$ cat src/rtl/core/kme_pkg.sv
// Shared types and constants of the Kruskal spanning tree engine.
package kme_pkg;

    localparam int NODE_BITS = 6;
    localparam int VC_BITS   = 7;
    localparam int APB_AW    = 3;

    localparam logic       OP_ADD = 1'b0;
    localparam logic       OP_RUN = 1'b1;

    localparam logic [1:0] ST_OK    = 2'd0;
    localparam logic [1:0] ST_DISC  = 2'd1;
    localparam logic [1:0] ST_FULL  = 2'd2;
    localparam logic [1:0] ST_RANGE = 2'd3;

    localparam logic       REG_VERTEX_COUNT = 1'b0;
    localparam logic [7:0] VC_RESET         = 8'd6;

    typedef enum logic [3:0] {
        S_CLEAR, S_IDLE, S_PUSH, S_CHECK, S_POP, S_FIND_A, S_FIND_B, S_DECIDE
    } t_top_state;

    typedef enum logic [3:0] {
        H_IDLE, H_UP_TEST, H_UP_CHK, H_POP_TOP, H_POP_MOV, H_DN_TEST, H_DN_LC, H_DN_RC
    } t_heap_state;

    typedef enum logic [1:0] {
        U_CLEAR, U_IDLE, U_WALK, U_COMP
    } t_uf_state;

    typedef struct packed {
        logic push;
        logic pop;
        logic flush;
    } t_heap_cmd;

    typedef struct packed {
        logic find;
        logic link;
        logic clear;
    } t_uf_cmd;

endpackage

$ cat src/rtl/core/kruskal_mst_engine.sv
// Top level of the Kruskal minimum spanning tree engine: control, registers and outputs.
//
// An add item (operation 0) pushes an edge into a min-heap held in memory, walking up
// the heap one level at a time, or is refused with a single error beat. A run item
// (operation 1) pops edges in weight order, finds both roots in the union-find table
// and emits one beat for every edge that joins two components, with the running cost.
// Each root search walks the links to the root and then compresses the path. Every run
// over more than one vertex ends with a clearing pass over all MAX_VERTICES table
// entries that puts the parent table back to identity; the same pass runs once after
// reset, and busy stays high throughout. Result beats appear on the o_ ports for exactly
// one cycle, marked by o_result_valid, and cannot be held off by the receiver. The
// vertex count register should be written only while busy is low and no beat is pending.
module kruskal_mst_engine #(
    parameter int HEAP_DEPTH   = 128,
    parameter int MAX_VERTICES = 64,
    parameter int WEIGHT_BITS  = 16
) (
    input  logic                                   i_clk,
    input  logic                                   i_rst_n,
    input  logic                                   start,
    output logic                                   busy,
    input  logic                                   i_operation,
    input  logic [kme_pkg::NODE_BITS-1:0]          i_node_a,
    input  logic [kme_pkg::NODE_BITS-1:0]          i_node_b,
    input  logic signed [WEIGHT_BITS-1:0]          i_edge_weight,
    output logic                                   o_result_valid,
    output logic                                   o_edge_valid,
    output logic [kme_pkg::NODE_BITS-1:0]          o_tree_a,
    output logic [kme_pkg::NODE_BITS-1:0]          o_tree_b,
    output logic signed [WEIGHT_BITS-1:0]          o_tree_weight,
    output logic signed [WEIGHT_BITS+kme_pkg::NODE_BITS-1:0] o_total_cost,
    output logic                                   o_last,
    output logic [1:0]                             o_status,
    input  logic                                   psel,
    input  logic                                   penable,
    input  logic                                   pwrite,
    input  logic [kme_pkg::APB_AW-1:0]             paddr,
    input  logic [31:0]                            pwdata,
    output logic [31:0]                            prdata,
    output logic                                   pready
);
    import kme_pkg::*;

    localparam int EW    = 2 * NODE_BITS + WEIGHT_BITS;
    localparam int CNTW  = $clog2(HEAP_DEPTH + 1);
    localparam int VW    = $clog2(MAX_VERTICES);
    localparam int XW    = NODE_BITS + VW;
    localparam int NVW   = $clog2(MAX_VERTICES + 1);
    localparam int CW    = (NVW > VC_BITS) ? NVW : VC_BITS;
    localparam int COSTW = WEIGHT_BITS + NODE_BITS;

    // Configuration register.
    logic [VC_BITS-1:0] r_vertex_count;
    logic               cfg_wr;

    assign cfg_wr = psel && penable && pwrite && (paddr[2] == REG_VERTEX_COUNT);
    assign pready = 1'b1;
    assign prdata = (paddr[2] == REG_VERTEX_COUNT) ? 32'(r_vertex_count) : 32'd0;

    always_ff @(posedge i_clk) begin
        if (!i_rst_n) begin
            r_vertex_count <= VC_BITS'(VC_RESET);
        end else if (cfg_wr) begin
            r_vertex_count <= pwdata[VC_BITS-1:0];
        end
    end

    // Effective vertex count: zero counts as one, and anything past the table is clipped.
    logic [CW-1:0] vc_x, nv_x;

    assign vc_x = CW'(r_vertex_count);
    always_comb begin
        if (vc_x == '0) begin
            nv_x = CW'(1);
        end else if (vc_x > CW'(MAX_VERTICES)) begin
            nv_x = CW'(MAX_VERTICES);
        end else begin
            nv_x = vc_x;
        end
    end

    // Heap and union-find units.
    t_heap_cmd       heap_cmd;
    logic [EW-1:0]   heap_top;
    logic [CNTW-1:0] heap_count;
    logic            heap_idle;
    t_uf_cmd         uf_cmd;
    logic [VW-1:0]   uf_x, uf_y, uf_root;
    logic            uf_ready;

    kme_heap #(
        .HEAP_DEPTH  (HEAP_DEPTH),
        .WEIGHT_BITS (WEIGHT_BITS)
    ) u_heap (
        .i_clk   (i_clk),
        .i_rst_n (i_rst_n),
        .i_cmd   (heap_cmd),
        .i_entry ({i_node_a, i_node_b, i_edge_weight}),
        .o_top   (heap_top),
        .o_count (heap_count),
        .o_idle  (heap_idle)
    );

    kme_uf #(
        .MAX_VERTICES (MAX_VERTICES)
    ) u_uf (
        .i_clk   (i_clk),
        .i_rst_n (i_rst_n),
        .i_cmd   (uf_cmd),
        .i_x     (uf_x),
        .i_y     (uf_y),
        .o_root  (uf_root),
        .o_ready (uf_ready)
    );

    // Control state and the edge under test.
    t_top_state        r_state, n_state;
    logic [EW-1:0]     r_edge, n_edge;
    logic [VW-1:0]     r_ra, n_ra;
    logic [CW-1:0]     r_taken, n_taken;
    logic [COSTW-1:0]  r_cost, n_cost;

    // Output beat registers.
    logic              r_valid, n_valid;
    logic              r_ev, n_ev;
    logic [NODE_BITS-1:0] r_a, n_a, r_b, n_b;
    logic [WEIGHT_BITS-1:0] r_w, n_w;
    logic [COSTW-1:0]  r_ocost, n_ocost;
    logic              r_last, n_last;
    logic [1:0]        r_status, n_status;

    logic [NODE_BITS-1:0]   edge_a, edge_b;
    logic [WEIGHT_BITS-1:0] edge_w;
    logic [XW-1:0]          xa, xb;
    logic [COSTW-1:0]       cost_sum;
    logic                   tree_done;
    logic                   accept;

    assign edge_a   = r_edge[EW-1 -: NODE_BITS];
    assign edge_b   = r_edge[WEIGHT_BITS +: NODE_BITS];
    assign edge_w   = r_edge[WEIGHT_BITS-1:0];
    assign xa       = XW'(edge_a);
    assign xb       = XW'(edge_b);
    assign cost_sum = r_cost + {{(COSTW - WEIGHT_BITS){edge_w[WEIGHT_BITS-1]}}, edge_w};
    assign tree_done = (r_taken + CW'(1)) >= (nv_x - CW'(1));
    assign accept   = start && !busy;

    always_ff @(posedge i_clk) begin
        if (!i_rst_n) begin
            r_state <= S_CLEAR;
            r_valid <= 1'b0;
        end else begin
            r_state <= n_state;
            r_valid <= n_valid;
        end
        r_edge   <= n_edge;
        r_ra     <= n_ra;
        r_taken  <= n_taken;
        r_cost   <= n_cost;
        r_ev     <= n_ev;
        r_a      <= n_a;
        r_b      <= n_b;
        r_w      <= n_w;
        r_ocost  <= n_ocost;
        r_last   <= n_last;
        r_status <= n_status;
    end

    always_comb begin
        n_state  = r_state;
        n_edge   = r_edge;
        n_ra     = r_ra;
        n_taken  = r_taken;
        n_cost   = r_cost;
        n_valid  = 1'b0;
        n_ev     = 1'b0;
        n_a      = '0;
        n_b      = '0;
        n_w      = '0;
        n_ocost  = '0;
        n_last   = 1'b0;
        n_status = ST_OK;
        heap_cmd = '0;
        uf_cmd   = '0;
        uf_x     = xa[VW-1:0];
        uf_y     = '0;
        unique case (r_state)
            S_CLEAR: begin
                if (uf_ready) begin
                    n_state = S_IDLE;
                end
            end
            S_IDLE: begin
                if (accept) begin
                    if (i_operation == OP_ADD) begin
                        // The range check is made before the full check.
                        if (CW'(i_node_a) >= nv_x || CW'(i_node_b) >= nv_x) begin
                            n_valid  = 1'b1;
                            n_last   = 1'b1;
                            n_status = ST_RANGE;
                        end else if (heap_count == CNTW'(HEAP_DEPTH)) begin
                            n_valid  = 1'b1;
                            n_last   = 1'b1;
                            n_status = ST_FULL;
                        end else begin
                            heap_cmd.push = 1'b1;
                            n_state       = S_PUSH;
                        end
                    end else begin
                        n_taken = '0;
                        n_cost  = '0;
                        if (nv_x == CW'(1)) begin
                            // A single vertex needs no edges; the heap is simply dropped.
                            n_valid        = 1'b1;
                            n_last         = 1'b1;
                            heap_cmd.flush = 1'b1;
                        end else begin
                            n_state = S_CHECK;
                        end
                    end
                end
            end
            S_PUSH: begin
                if (heap_idle) begin
                    n_state = S_IDLE;
                end
            end
            S_CHECK: begin
                if (heap_count == '0) begin
                    // The heap ran dry before the tree was complete.
                    n_valid      = 1'b1;
                    n_last       = 1'b1;
                    n_status     = ST_DISC;
                    n_ocost      = r_cost;
                    uf_cmd.clear = 1'b1;
                    n_state      = S_CLEAR;
                end else begin
                    heap_cmd.pop = 1'b1;
                    n_state      = S_POP;
                end
            end
            S_POP: begin
                if (heap_idle) begin
                    n_edge  = heap_top;
                    n_state = S_FIND_A;
                end
            end
            S_FIND_A: begin
                uf_cmd.find = 1'b1;
                uf_x        = xa[VW-1:0];
                n_state     = S_FIND_B;
            end
            S_FIND_B: begin
                if (uf_ready) begin
                    n_ra        = uf_root;
                    uf_cmd.find = 1'b1;
                    uf_x        = xb[VW-1:0];
                    n_state     = S_DECIDE;
                end
            end
            S_DECIDE: begin
                if (uf_ready) begin
                    if (r_ra != uf_root) begin
                        n_cost  = cost_sum;
                        n_taken = r_taken + CW'(1);
                        n_valid = 1'b1;
                        n_ev    = 1'b1;
                        n_a     = edge_a;
                        n_b     = edge_b;
                        n_w     = edge_w;
                        n_ocost = cost_sum;
                        if (tree_done) begin
                            // Tree complete: drop the rest of the heap and reset the table.
                            n_last         = 1'b1;
                            heap_cmd.flush = 1'b1;
                            uf_cmd.clear   = 1'b1;
                            n_state        = S_CLEAR;
                        end else begin
                            uf_cmd.link = 1'b1;
                            uf_x        = r_ra;
                            uf_y        = uf_root;
                            n_state     = S_CHECK;
                        end
                    end else begin
                        n_state = S_CHECK;
                    end
                end
            end
            default: n_state = S_IDLE;
        endcase
    end

    assign busy           = (r_state != S_IDLE);
    assign o_result_valid = r_valid;
    assign o_edge_valid   = r_ev;
    assign o_tree_a       = r_a;
    assign o_tree_b       = r_b;
    assign o_tree_weight  = r_w;
    assign o_total_cost   = r_ocost;
    assign o_last         = r_last;
    assign o_status       = r_status;

    // The sub-units must be at rest whenever the block reports itself free.
    a_units_idle: assert property (@(posedge i_clk) disable iff (!i_rst_n)
        !busy |-> (heap_idle && uf_ready))
        else $error("unit still working while block is free");

    // A tree edge is only ever carried by a valid beat with status ok.
    a_edge_ok: assert property (@(posedge i_clk) disable iff (!i_rst_n)
        o_edge_valid |-> (o_result_valid && o_status == ST_OK))
        else $error("tree edge without valid ok beat");

    // Refused adds end their item at once and carry no edge.
    a_err_last: assert property (@(posedge i_clk) disable iff (!i_rst_n)
        (o_result_valid && (o_status == ST_FULL || o_status == ST_RANGE))
        |-> (o_last && !o_edge_valid))
        else $error("error beat not final");

    // An accepted run either answers at once or keeps the block busy.
    a_run_busy: assert property (@(posedge i_clk) disable iff (!i_rst_n)
        (accept && i_operation == OP_RUN) |=> (busy || o_result_valid))
        else $error("run accepted without effect");

endmodule

$ cat src/rtl/core/kme_heap.sv
// Binary min-heap of edges held in one synchronous memory, with sift-up and sift-down.
module kme_heap #(
    parameter int HEAP_DEPTH  = 128,
    parameter int WEIGHT_BITS = 16
) (
    input  logic                                       i_clk,
    input  logic                                       i_rst_n,
    input  kme_pkg::t_heap_cmd                         i_cmd,
    input  logic [2*kme_pkg::NODE_BITS+WEIGHT_BITS-1:0] i_entry,
    output logic [2*kme_pkg::NODE_BITS+WEIGHT_BITS-1:0] o_top,
    output logic [$clog2(HEAP_DEPTH+1)-1:0]            o_count,
    output logic                                       o_idle
);
    import kme_pkg::*;

    localparam int EW   = 2 * NODE_BITS + WEIGHT_BITS;
    localparam int CNTW = $clog2(HEAP_DEPTH + 1);
    localparam int PW   = CNTW + 1;
    localparam int AW   = $clog2(HEAP_DEPTH);

    logic [EW-1:0]   mem [HEAP_DEPTH];
    logic [EW-1:0]   q;
    logic [PW-1:0]   raddr, waddr;
    logic [EW-1:0]   wdata;
    logic            we;

    t_heap_state     r_state, n_state;
    logic [CNTW-1:0] r_count, n_count;
    logic [PW-1:0]   r_pos, n_pos;
    logic [PW-1:0]   r_ch, n_ch;
    logic [EW-1:0]   r_mov, n_mov;
    logic [EW-1:0]   r_top, n_top;
    logic [EW-1:0]   r_lc, n_lc;

    logic [EW-1:0]   cw;
    logic [PW-1:0]   cpos;
    logic [PW-1:0]   cnt_x;

    always_ff @(posedge i_clk) begin
        if (we) begin
            mem[AW'(waddr - PW'(1))] <= wdata;
        end
        q <= mem[AW'(raddr - PW'(1))];
    end

    always_ff @(posedge i_clk) begin
        if (!i_rst_n) begin
            r_state <= H_IDLE;
            r_count <= '0;
        end else begin
            r_state <= n_state;
            r_count <= n_count;
        end
        r_pos <= n_pos;
        r_ch  <= n_ch;
        r_mov <= n_mov;
        r_top <= n_top;
        r_lc  <= n_lc;
    end

    assign cnt_x = PW'(r_count);

    always_comb begin
        n_state = r_state;
        n_count = r_count;
        n_pos   = r_pos;
        n_ch    = r_ch;
        n_mov   = r_mov;
        n_top   = r_top;
        n_lc    = r_lc;
        raddr   = r_pos;
        waddr   = r_pos;
        wdata   = r_mov;
        we      = 1'b0;
        cw      = q;
        cpos    = r_ch;
        unique case (r_state)
            H_IDLE: begin
                if (i_cmd.flush) begin
                    n_count = '0;
                end else if (i_cmd.push) begin
                    n_count = r_count + CNTW'(1);
                    n_pos   = cnt_x + PW'(1);
                    n_mov   = i_entry;
                    n_state = H_UP_TEST;
                end else if (i_cmd.pop) begin
                    raddr   = PW'(1);
                    n_state = H_POP_TOP;
                end
            end
            H_UP_TEST: begin
                if (r_pos == PW'(1)) begin
                    we      = 1'b1;
                    n_state = H_IDLE;
                end else begin
                    raddr   = r_pos >> 1;
                    n_state = H_UP_CHK;
                end
            end
            H_UP_CHK: begin
                we = 1'b1;
                if ($signed(r_mov[WEIGHT_BITS-1:0]) < $signed(q[WEIGHT_BITS-1:0])) begin
                    wdata   = q;
                    n_pos   = r_pos >> 1;
                    n_state = H_UP_TEST;
                end else begin
                    n_state = H_IDLE;
                end
            end
            H_POP_TOP: begin
                n_top   = q;
                raddr   = cnt_x;
                n_state = H_POP_MOV;
            end
            H_POP_MOV: begin
                n_mov   = q;
                n_count = r_count - CNTW'(1);
                n_pos   = PW'(1);
                n_ch    = PW'(2);
                n_state = H_DN_TEST;
            end
            H_DN_TEST: begin
                if (r_ch > cnt_x) begin
                    we      = 1'b1;
                    n_state = H_IDLE;
                end else begin
                    raddr   = r_ch;
                    n_state = H_DN_LC;
                end
            end
            H_DN_LC, H_DN_RC: begin
                if (r_state == H_DN_LC && r_ch < cnt_x) begin
                    n_lc    = q;
                    raddr   = r_ch + PW'(1);
                    n_state = H_DN_RC;
                end else begin
                    if (r_state == H_DN_RC) begin
                        if ($signed(r_lc[WEIGHT_BITS-1:0]) > $signed(q[WEIGHT_BITS-1:0])) begin
                            cw   = q;
                            cpos = r_ch + PW'(1);
                        end else begin
                            cw = r_lc;
                        end
                    end
                    we = 1'b1;
                    if ($signed(r_mov[WEIGHT_BITS-1:0]) <= $signed(cw[WEIGHT_BITS-1:0])) begin
                        n_state = H_IDLE;
                    end else begin
                        wdata   = cw;
                        n_pos   = cpos;
                        n_ch    = cpos << 1;
                        n_state = H_DN_TEST;
                    end
                end
            end
            default: n_state = H_IDLE;
        endcase
    end

    assign o_top   = r_top;
    assign o_count = r_count;
    assign o_idle  = (r_state == H_IDLE);

endmodule

$ cat src/rtl/core/kme_uf.sv
// Union-find parent table in one synchronous memory: root search, compression, link, clear.
module kme_uf #(
    parameter int MAX_VERTICES = 64
) (
    input  logic                             i_clk,
    input  logic                             i_rst_n,
    input  kme_pkg::t_uf_cmd                 i_cmd,
    input  logic [$clog2(MAX_VERTICES)-1:0]  i_x,
    input  logic [$clog2(MAX_VERTICES)-1:0]  i_y,
    output logic [$clog2(MAX_VERTICES)-1:0]  o_root,
    output logic                             o_ready
);
    import kme_pkg::*;

    localparam int VW = $clog2(MAX_VERTICES);

    logic [VW-1:0] mem [MAX_VERTICES];
    logic [VW-1:0] q, raddr, waddr, wdata;
    logic          we;

    t_uf_state     r_state, n_state;
    logic [VW-1:0] r_x, n_x;
    logic [VW-1:0] r_r, n_r;
    logic [VW-1:0] r_idx, n_idx;

    always_ff @(posedge i_clk) begin
        if (we) begin
            mem[waddr] <= wdata;
        end
        q <= mem[raddr];
    end

    always_ff @(posedge i_clk) begin
        if (!i_rst_n) begin
            r_state <= U_CLEAR;
            r_idx   <= '0;
        end else begin
            r_state <= n_state;
            r_idx   <= n_idx;
        end
        r_x <= n_x;
        r_r <= n_r;
    end

    always_comb begin
        n_state = r_state;
        n_x     = r_x;
        n_r     = r_r;
        n_idx   = r_idx;
        raddr   = r_r;
        waddr   = r_x;
        wdata   = r_r;
        we      = 1'b0;
        unique case (r_state)
            U_IDLE: begin
                if (i_cmd.clear) begin
                    n_idx   = '0;
                    n_state = U_CLEAR;
                end else if (i_cmd.link) begin
                    we    = 1'b1;
                    waddr = i_y;
                    wdata = i_x;
                end else if (i_cmd.find) begin
                    n_x     = i_x;
                    n_r     = i_x;
                    raddr   = i_x;
                    n_state = U_WALK;
                end
            end
            U_WALK: begin
                if (q != r_r) begin
                    n_r   = q;
                    raddr = q;
                end else if (r_x == r_r) begin
                    n_state = U_IDLE;
                end else begin
                    raddr   = r_x;
                    n_state = U_COMP;
                end
            end
            U_COMP: begin
                we = 1'b1;
                if (q == r_r) begin
                    n_state = U_IDLE;
                end else begin
                    n_x   = q;
                    raddr = q;
                end
            end
            U_CLEAR: begin
                we    = 1'b1;
                waddr = r_idx;
                wdata = r_idx;
                if (r_idx == VW'(MAX_VERTICES - 1)) begin
                    n_state = U_IDLE;
                end else begin
                    n_idx = r_idx + VW'(1);
                end
            end
            default: n_state = U_IDLE;
        endcase
    end

    assign o_root  = r_r;
    assign o_ready = (r_state == U_IDLE);

endmodule
$ cat config.mk
export PLATFORM = sky130hd
export DESIGN_NAME = kruskal_mst_engine
export DESIGN_NICKNAME = d
export VERILOG_FILES = /design/src/rtl/core/kme_pkg.sv /design/src/rtl/core/kruskal_mst_engine.sv /design/src/rtl/core/kme_heap.sv /design/src/rtl/core/kme_uf.sv
export SDC_FILE = /design/constraint.sdc
export NUM_CORES = 2
export LEC_CHECK = 0
export ABC_AREA = 0
export BUFFER_PORTS_ARGS = -buffer_cell sky130_fd_sc_hd__buf_4
export CAP_MARGIN = 20
export CELL_PAD_IN_SITES_DETAIL_PLACEMENT = 1
export CELL_PAD_IN_SITES_GLOBAL_PLACEMENT = 2
export CORE_MARGIN = 2
export CORE_UTILIZATION = 25
export CTS_CLUSTER_SIZE = 8
export DETAILED_ROUTE_END_ITERATION = 16
export PLACE_DENSITY = 0.51
export SYNTH_ARGS = -nofsm -noshare
export SYNTH_HDL_FRONTEND = slang
export SYNTH_SLANG_ARGS = --single-unit
$ cat constraint.sdc
create_clock -name i_clk -period 16.9 [get_ports i_clk]
set_input_delay 2.535 -clock i_clk [delete_from_list [all_inputs] [get_ports i_clk]]
set_output_delay 2.535 -clock i_clk [all_outputs]
set_load 0.02 [all_outputs]
## Yosys cells after proc, flatten, opt, wreduce, memory -nomap -nowiden

Memory sizes are Yosys's and may differ from the RTL's. A register that Yosys moved wholly into a read port is not among the register bits.
Index checks and enable logic that the tools add are counted.

| word-level totals | value |
|---|---|
| output and inout bits | 89 |
| memory bits (writable) | 3,968 |
| memories | 2 |
| input port bits | 70 |
| register bits after elaboration | 263 |

Memories:

| memory | words | bits a word | rd ports | clocked after memory_dff | write ports | RTL line | text |
|---|---|---|---|---|---|---|---|
| u_heap.mem | 128 | 28 | 1 | 1 | 1 | kme_heap.sv:21 | `logic [EW-1:0] mem [HEAP_DEPTH];` |
| u_uf.mem | 64 | 6 | 1 | 1 | 1 | kme_uf.sv:17 | `logic [VW-1:0] mem [MAX_VERTICES];` |

| cells by class | value |
|---|---|
| bitwise gates (word level) | 1 |
| $add $sub $neg | 10 |
| mux-type cells | 156 |
| reduce and logical (&&, ||, !) cells | 36 |
| order comparisons | 9 |
| eq/ne operators | 56 |

Operators by type and width:

| kind | count |
|---|---|
| 28-bit two-way mux | 9 |
| 22-bit two-way mux | 7 |
| 6-bit two-way mux | 22 |
| 28-bit one-hot mux with 2 select lines | 2 |
| 7-bit two-way mux | 13 |
| 22-bit one-hot mux with 2 select lines | 2 |
| 9-bit two-way mux | 9 |
| 6-bit one-hot mux with 2 select lines | 6 |
| 4-bit two-way mux | 14 |
| 9-bit one-hot mux with 4 select lines | 1 |
| 7-bit one-hot mux with 5 select lines | 1 |
| 1-bit two-way mux | 34 |
| 4-bit by 3-bit equality test with 1-bit output (second input constant) | 8 |
| 2-bit two-way mux | 16 |
| 4-bit one-hot mux with 8 select lines | 1 |
| 2-bit != test (second input constant) | 14 |
| 4-bit one-hot mux with 7 select lines | 1 |
| 22-bit adder | 1 |
| 7-bit by 1-bit subtractor with 7-bit output (second input constant) | 3 |
| 2-bit by 1-bit != test with 1-bit output (second input constant) | 9 |
| 3-bit != test (second input constant) | 6 |
| 6-bit one-hot mux with 3 select lines | 1 |
| 9-bit one-hot mux with 2 select lines | 1 |
| 4-bit by 2-bit equality test with 1-bit output (second input constant) | 4 |
| 50 further kinds | 83 |

## Longest topological paths before layout

| logic depth | value |
|---|---|
| depth after elaboration | 14 |
| mapped depth | 28 |
| mapped depth without buffers | 24 |

## Cells and area by module

Synthesis repeated with hierarchy kept, for this count alone.

| second synthesis, totals | value |
|---|---|
| cell total of the unflattened synthesis | 8,796 |
| area total of the unflattened synthesis | 168,705.6 um^2 |

Modules (own cells, without submodules):

| module | seq. area each (um^2) | cells each | area an instance (um^2) | instances |
|---|---|---|---|---|
| kme_heap | 111,436.9 | 7,013 | 144,417.3 | 1 |
| kme_uf | 12,171.7 | 1,127 | 17,520.6 | 1 |
| kruskal_mst_engine | 3,193.1 | 656 | 6,767.7 | 1 |

## Worst setup path before layout

Ideal clock, no wire load.

| timing path | value |
|---|---|
| path kind | register to register |
| start point | register u_heap.q[1] (read register of u_heap.mem) |
| end point | memory u_heap.mem[0][10] in the netlist's numbering, data pin |
| cell stages (with the launch flop) | 29 |
| setup slack | 7.439 ns |
| period minus slack after synthesis | 9.461 ns |
| data arrival time | 8.540 ns |
| required time | 15.979 ns |
| cells stage by stage | dfxtp_1 -> inv_1 -> ha_1 -> nor2b_1 -> o21a_1 -> o21a_1 -> o21a_1 -> o21bai_1 -> a211oi_1 -> o31ai_1 -> a31o_2 -> and3_1 -> clkbuf_1 -> clkbuf_1 -> buf_1 -> mux2i_1 -> ha_1 -> nor2b_1 -> o21a_1 -> o21a_1 -> o21a_1 -> o21bai_1 -> a21oi_1 -> o31a_1 -> o21ai_0 -> nor2_1 -> o21a_1 -> clkbuf_1 -> o221ai_1 |

| between the ends | value |
|---|---|
| longest elaborated chain between the ends | 9 |
| elaborated cells between the ends (all ways) | 11 |
| classes of those cells | order compare: 3; mux: 8 |

RTL lines:

| item | RTL line | text |
|---|---|---|
| start: declaration | kme_heap.sv:22 | `logic [EW-1:0] q;` |
| 16-bit > comparator | kme_heap.sv:138 | `if ($signed(r_lc[WEIGHT_BITS-1:0]) > $signed(q[WEIGHT_BITS-1:0])) begin` |
| 28-bit two-way mux | kme_heap.sv:138 |  |
| 28-bit two-way mux | kme_heap.sv:137 | `if (r_state == H_DN_RC) begin` |
| 28-bit two-way mux | kme_heap.sv:132 | `if (r_state == H_DN_LC && r_ch < cnt_x) begin` |
| 28-bit two-way mux | kme_heap.sv:77 | `unique case (r_state)` |
| 16-bit less-or-equal comparator | kme_heap.sv:146 | `if ($signed(r_mov[WEIGHT_BITS-1:0]) <= $signed(cw[WEIGHT_BITS-1:0])) begin` |
| 28-bit two-way mux | kme_heap.sv:146 |  |
| 28-bit two-way mux | kme_heap.sv:132 |  |
| 28-bit one-hot mux with 2 select lines * | kme_heap.sv:77 |  |
| net u_heap.wdata[10] | kme_heap.sv:24 | `logic [EW-1:0] wdata;` |
| end: declaration | kme_heap.sv:21 |  |

The timed path passes the listed nets; every way through them passes the cells marked *. The select of a mux whose other input is x is not followed.

## Worst setup path after layout

| timing path | value |
|---|---|
| start point | register u_heap.q[0] (read register of u_heap.mem) |
| end point | memory u_heap.mem[4][20] in the netlist's numbering, data pin |

The elaborated chain is that of the path after synthesis.

==> metrics <==
storage element area 0.127 mm^2; worst r2r path cells 27; largest net degree at the start of global routing 120; Port-buffer cells 105; Area after DPL 0.183 mm^2; post-synthesis cell type count 95; DRC 0; mapped cell area 0.169 mm^2; via/cell ratio 4.80; Setup TNS 0 ns; Post-CTS Resized 0; via count 88732; DRT Pass-1 Iters 5; pwr dens 166 mW/mm^2; relative slew slack 13.2%; hold path cells 0; Worst R2R Start u_heap.q[0]$_DFF_P_; chip height 826 um; Yosys reg bits 4262; RSZ-0062 raised after global routing no; H-tree depth 6; Top Ports 159; Design Area, Final 0.200 mm^2; DR iter-0 viols 8087; worst slack, placed 8.17 ns; Worst Slack Setup Final 8.22 ns; Critical Path Max Stage Delay 0.80 ns; combinational cell fraction of total power 29.8%; Num CTS Buffers 606; Max Freq 115 MHz; P_int 0.0221 W; GRT overflow 0; CTS tree built; final setup fails 0; Worst Hold Launch u_heap.o_top[0]$_DFFE_PN_; number of global-route vias before repair 95764; Final period util 51.4%; critical path class reg -> reg; critical path's slowest cell dfxtp_1; clock skew 0.127 ns; DIE AREA 0.683 mm^2; Synth-to-Final Area Change 18.4%; fillers 68186; Synth area leader edfxtp_1; Root Buffer clkbuf_16; crit end category flop; Slew @ Worst Pin 1.30 ns; Hold WS 0.382 ns; Lkg Pwr 62.1 nW; max-slew violation count 0; Commonest cells post-synth edfxtp_1 (4144), mux4_2 (968), nand2_1 (685); register-to-register path setup slack 8.22 ns; Yosys warning count 0; wirelength, routed 541000 um; Seq pwr share 36.8%; hold crit path type reg -> reg; worst endpoint data arrival time 9.38 ns; maxcap violations 0; status finished clean; Synth async-reset ratio 0%; Clock Sinks 4262; Synth area leaders edfxtp_1 (74%), mux4_2 (13%), nand2_1 (1.5%); Clock Latency Late Sink 1.11 ns; startpoint types flop; Main synth FF type edfxtp_1; switching power share of the total 33.7%; placed insts 17689; sequential fraction of the synthesis area 75.0%; cell with the most instances after synthesis edfxtp_1; Final Hold Vio Count 0; core area 0.675 mm^2; WP data required 17.59 ns; area of the multi-input gates 0.0412 mm^2; GR Util All Layers 15.5%; GPL Wtd Cong 0.763; Post-DP HPWL 306000 um; Avg Inst Size Synth 19.2 um^2; crit path max fanout 64; initial antenna violation count 35; Synth top area share 73.6%; Final min period 8.68 ns; Final Net Count 9519; row count 302; Die Width 826 um; RR Endpoint u_heap.mem[4][20]$_DFFE_PP_; WHS Endpoint r_edge[0]$_DFFE_PP_; clock buffer depth 4; Cells after Synth 8812; Hold-fix buffers, CTS 0; most frequent cell on the critical path o21a_1; Sw Pwr 0.0112 W; post-route ant nets 0; layout cells sized above 1 25.2%; VDD IR max 0.164 mV; global-route wire length before repair 756000 um; Clock Power Share 33.5%; Post CTS Setup Buffer Count 0; EDFF count, synth 4144; Clk pin slew, worst setup/hold paths 0.05 ns; wire per inst 29.3 um; fin cells 18482; initial core utilization 25.0%
## worst max-delay path: cells and delay by family (launching register included)
family          cells  cell delay (ns)
compound gates     16             3.32
buf+inv             4             1.91
mux                 1             0.42
simple gates        4             1.10
flops               1             0.80
fa+ha+maj           2             0.49
## sequential cells by signal, summed over array words and instances (netlist names), 22 cells and up
| register | flops |
|---|---|
| r_cost | 22 |
| u_heap.r_mov | 28 |
| u_heap.q | 28 |
| u_heap.o_top | 28 |
| r_edge | 28 |
| u_heap.r_lc | 28 |
| u_uf.mem | 384 |
| o_total_cost | 22 |
| u_heap.mem | 3584 |
## placed cells by master (no fill, tap or decap), types with 116 or more instances in the layout
| cell | instances |
|---|---|
| nand3_1 | 476 |
| o21ai_0 | 116 |
| nand2_1 | 678 |
| nor2_4 | 122 |
| nor2_1 | 168 |
| dfxtp_1 | 118 |
| edfxtp_1 | 4144 |
| clkbuf_16 | 610 |
| buf_4 | 421 |
| mux4_2 | 968 |
## metrics by stage
stage	total power, W	util, %
after CTS	0.0338	29.6
after detailed placement	0.0225	27.1
final	0.0333	29.7
after global routing	0.0346	29.7
after floorplan	0.0184	-
after global placement	0.0224	27.1
## layout make-up
| class | instances | share of cell area, % |
|---|---|---|
| Tap cell | 8968 | 5.60 |
| Clock buffer | 699 | 7.80 |
| Multi-Input combinational cell | 3949 | 20.6 |
| Clock inverter | 61 | 0.728 |
| Sequential cell | 4262 | 63.3 |
| Antenna cell | 21 | 0.0262 |
| Timing Repair Buffer | 445 | 1.83 |
| Inverter | 77 | 0.144 |
## cell families after synthesis
group / after synthesis / synth area share [%]
multiplexers: 1099 / 13.7
adder cells (fa/ha/maj): 108 / 0.804
AO/OA/AOI/OAI: 836 / 3.53
flip-flops: 4262 / 75.0
AND/OR/NAND/NOR: 1816 / 4.95
other: 2 / 0.00444
buffers and inverters: 625 / 1.68
XOR/XNOR: 64 / 0.340
## worst max-delay path by stage
stage / end / slack [ns] / startpoint
finish: u_heap.mem[4][20]$_DFFE_PP_ / 8.22 / u_heap.q[0]$_DFF_P_
detailed placement: u_heap.mem[122][20]$_DFFE_PP_ / 8.17 / u_heap.q[0]$_DFF_P_
global placement: u_heap.q[2]$_DFF_P_ / 8.07 / u_heap.o_count[2]$_SDFFE_PN0P_
floorplan: u_heap.mem[0][10]$_DFFE_PP_ / 7.44 / u_heap.q[1]$_DFF_P_
CTS: u_heap.mem[15][20]$_DFFE_PP_ / 8.09 / u_heap.q[0]$_DFF_P_
global route: u_heap.mem[4][20]$_DFFE_PP_ / 7.72 / u_heap.q[1]$_DFF_P_
## power groups by stage
stage               registers, W  logic [W]  clock network [W]
finish                    0.0122    0.00991             0.0111
global route              0.0122     0.0106             0.0118
CTS                       0.0122     0.0101             0.0114
detailed placement        0.0124     0.0101                  0
global placement          0.0124     0.0100                  0
floorplan                 0.0123    0.00602                  0
## routing by layer
layer  global-route usage, %  vias to the layer above  wire, um
met2                    25.9                     2552    261000
li1                        -                    36893         -
met4                    4.00                        8     14500
met3                    2.81                      692     31400
met5                       0                        -        54
met1                    20.8                    48587    234000
Note: power is estimated with default switching activity, not from simulation.
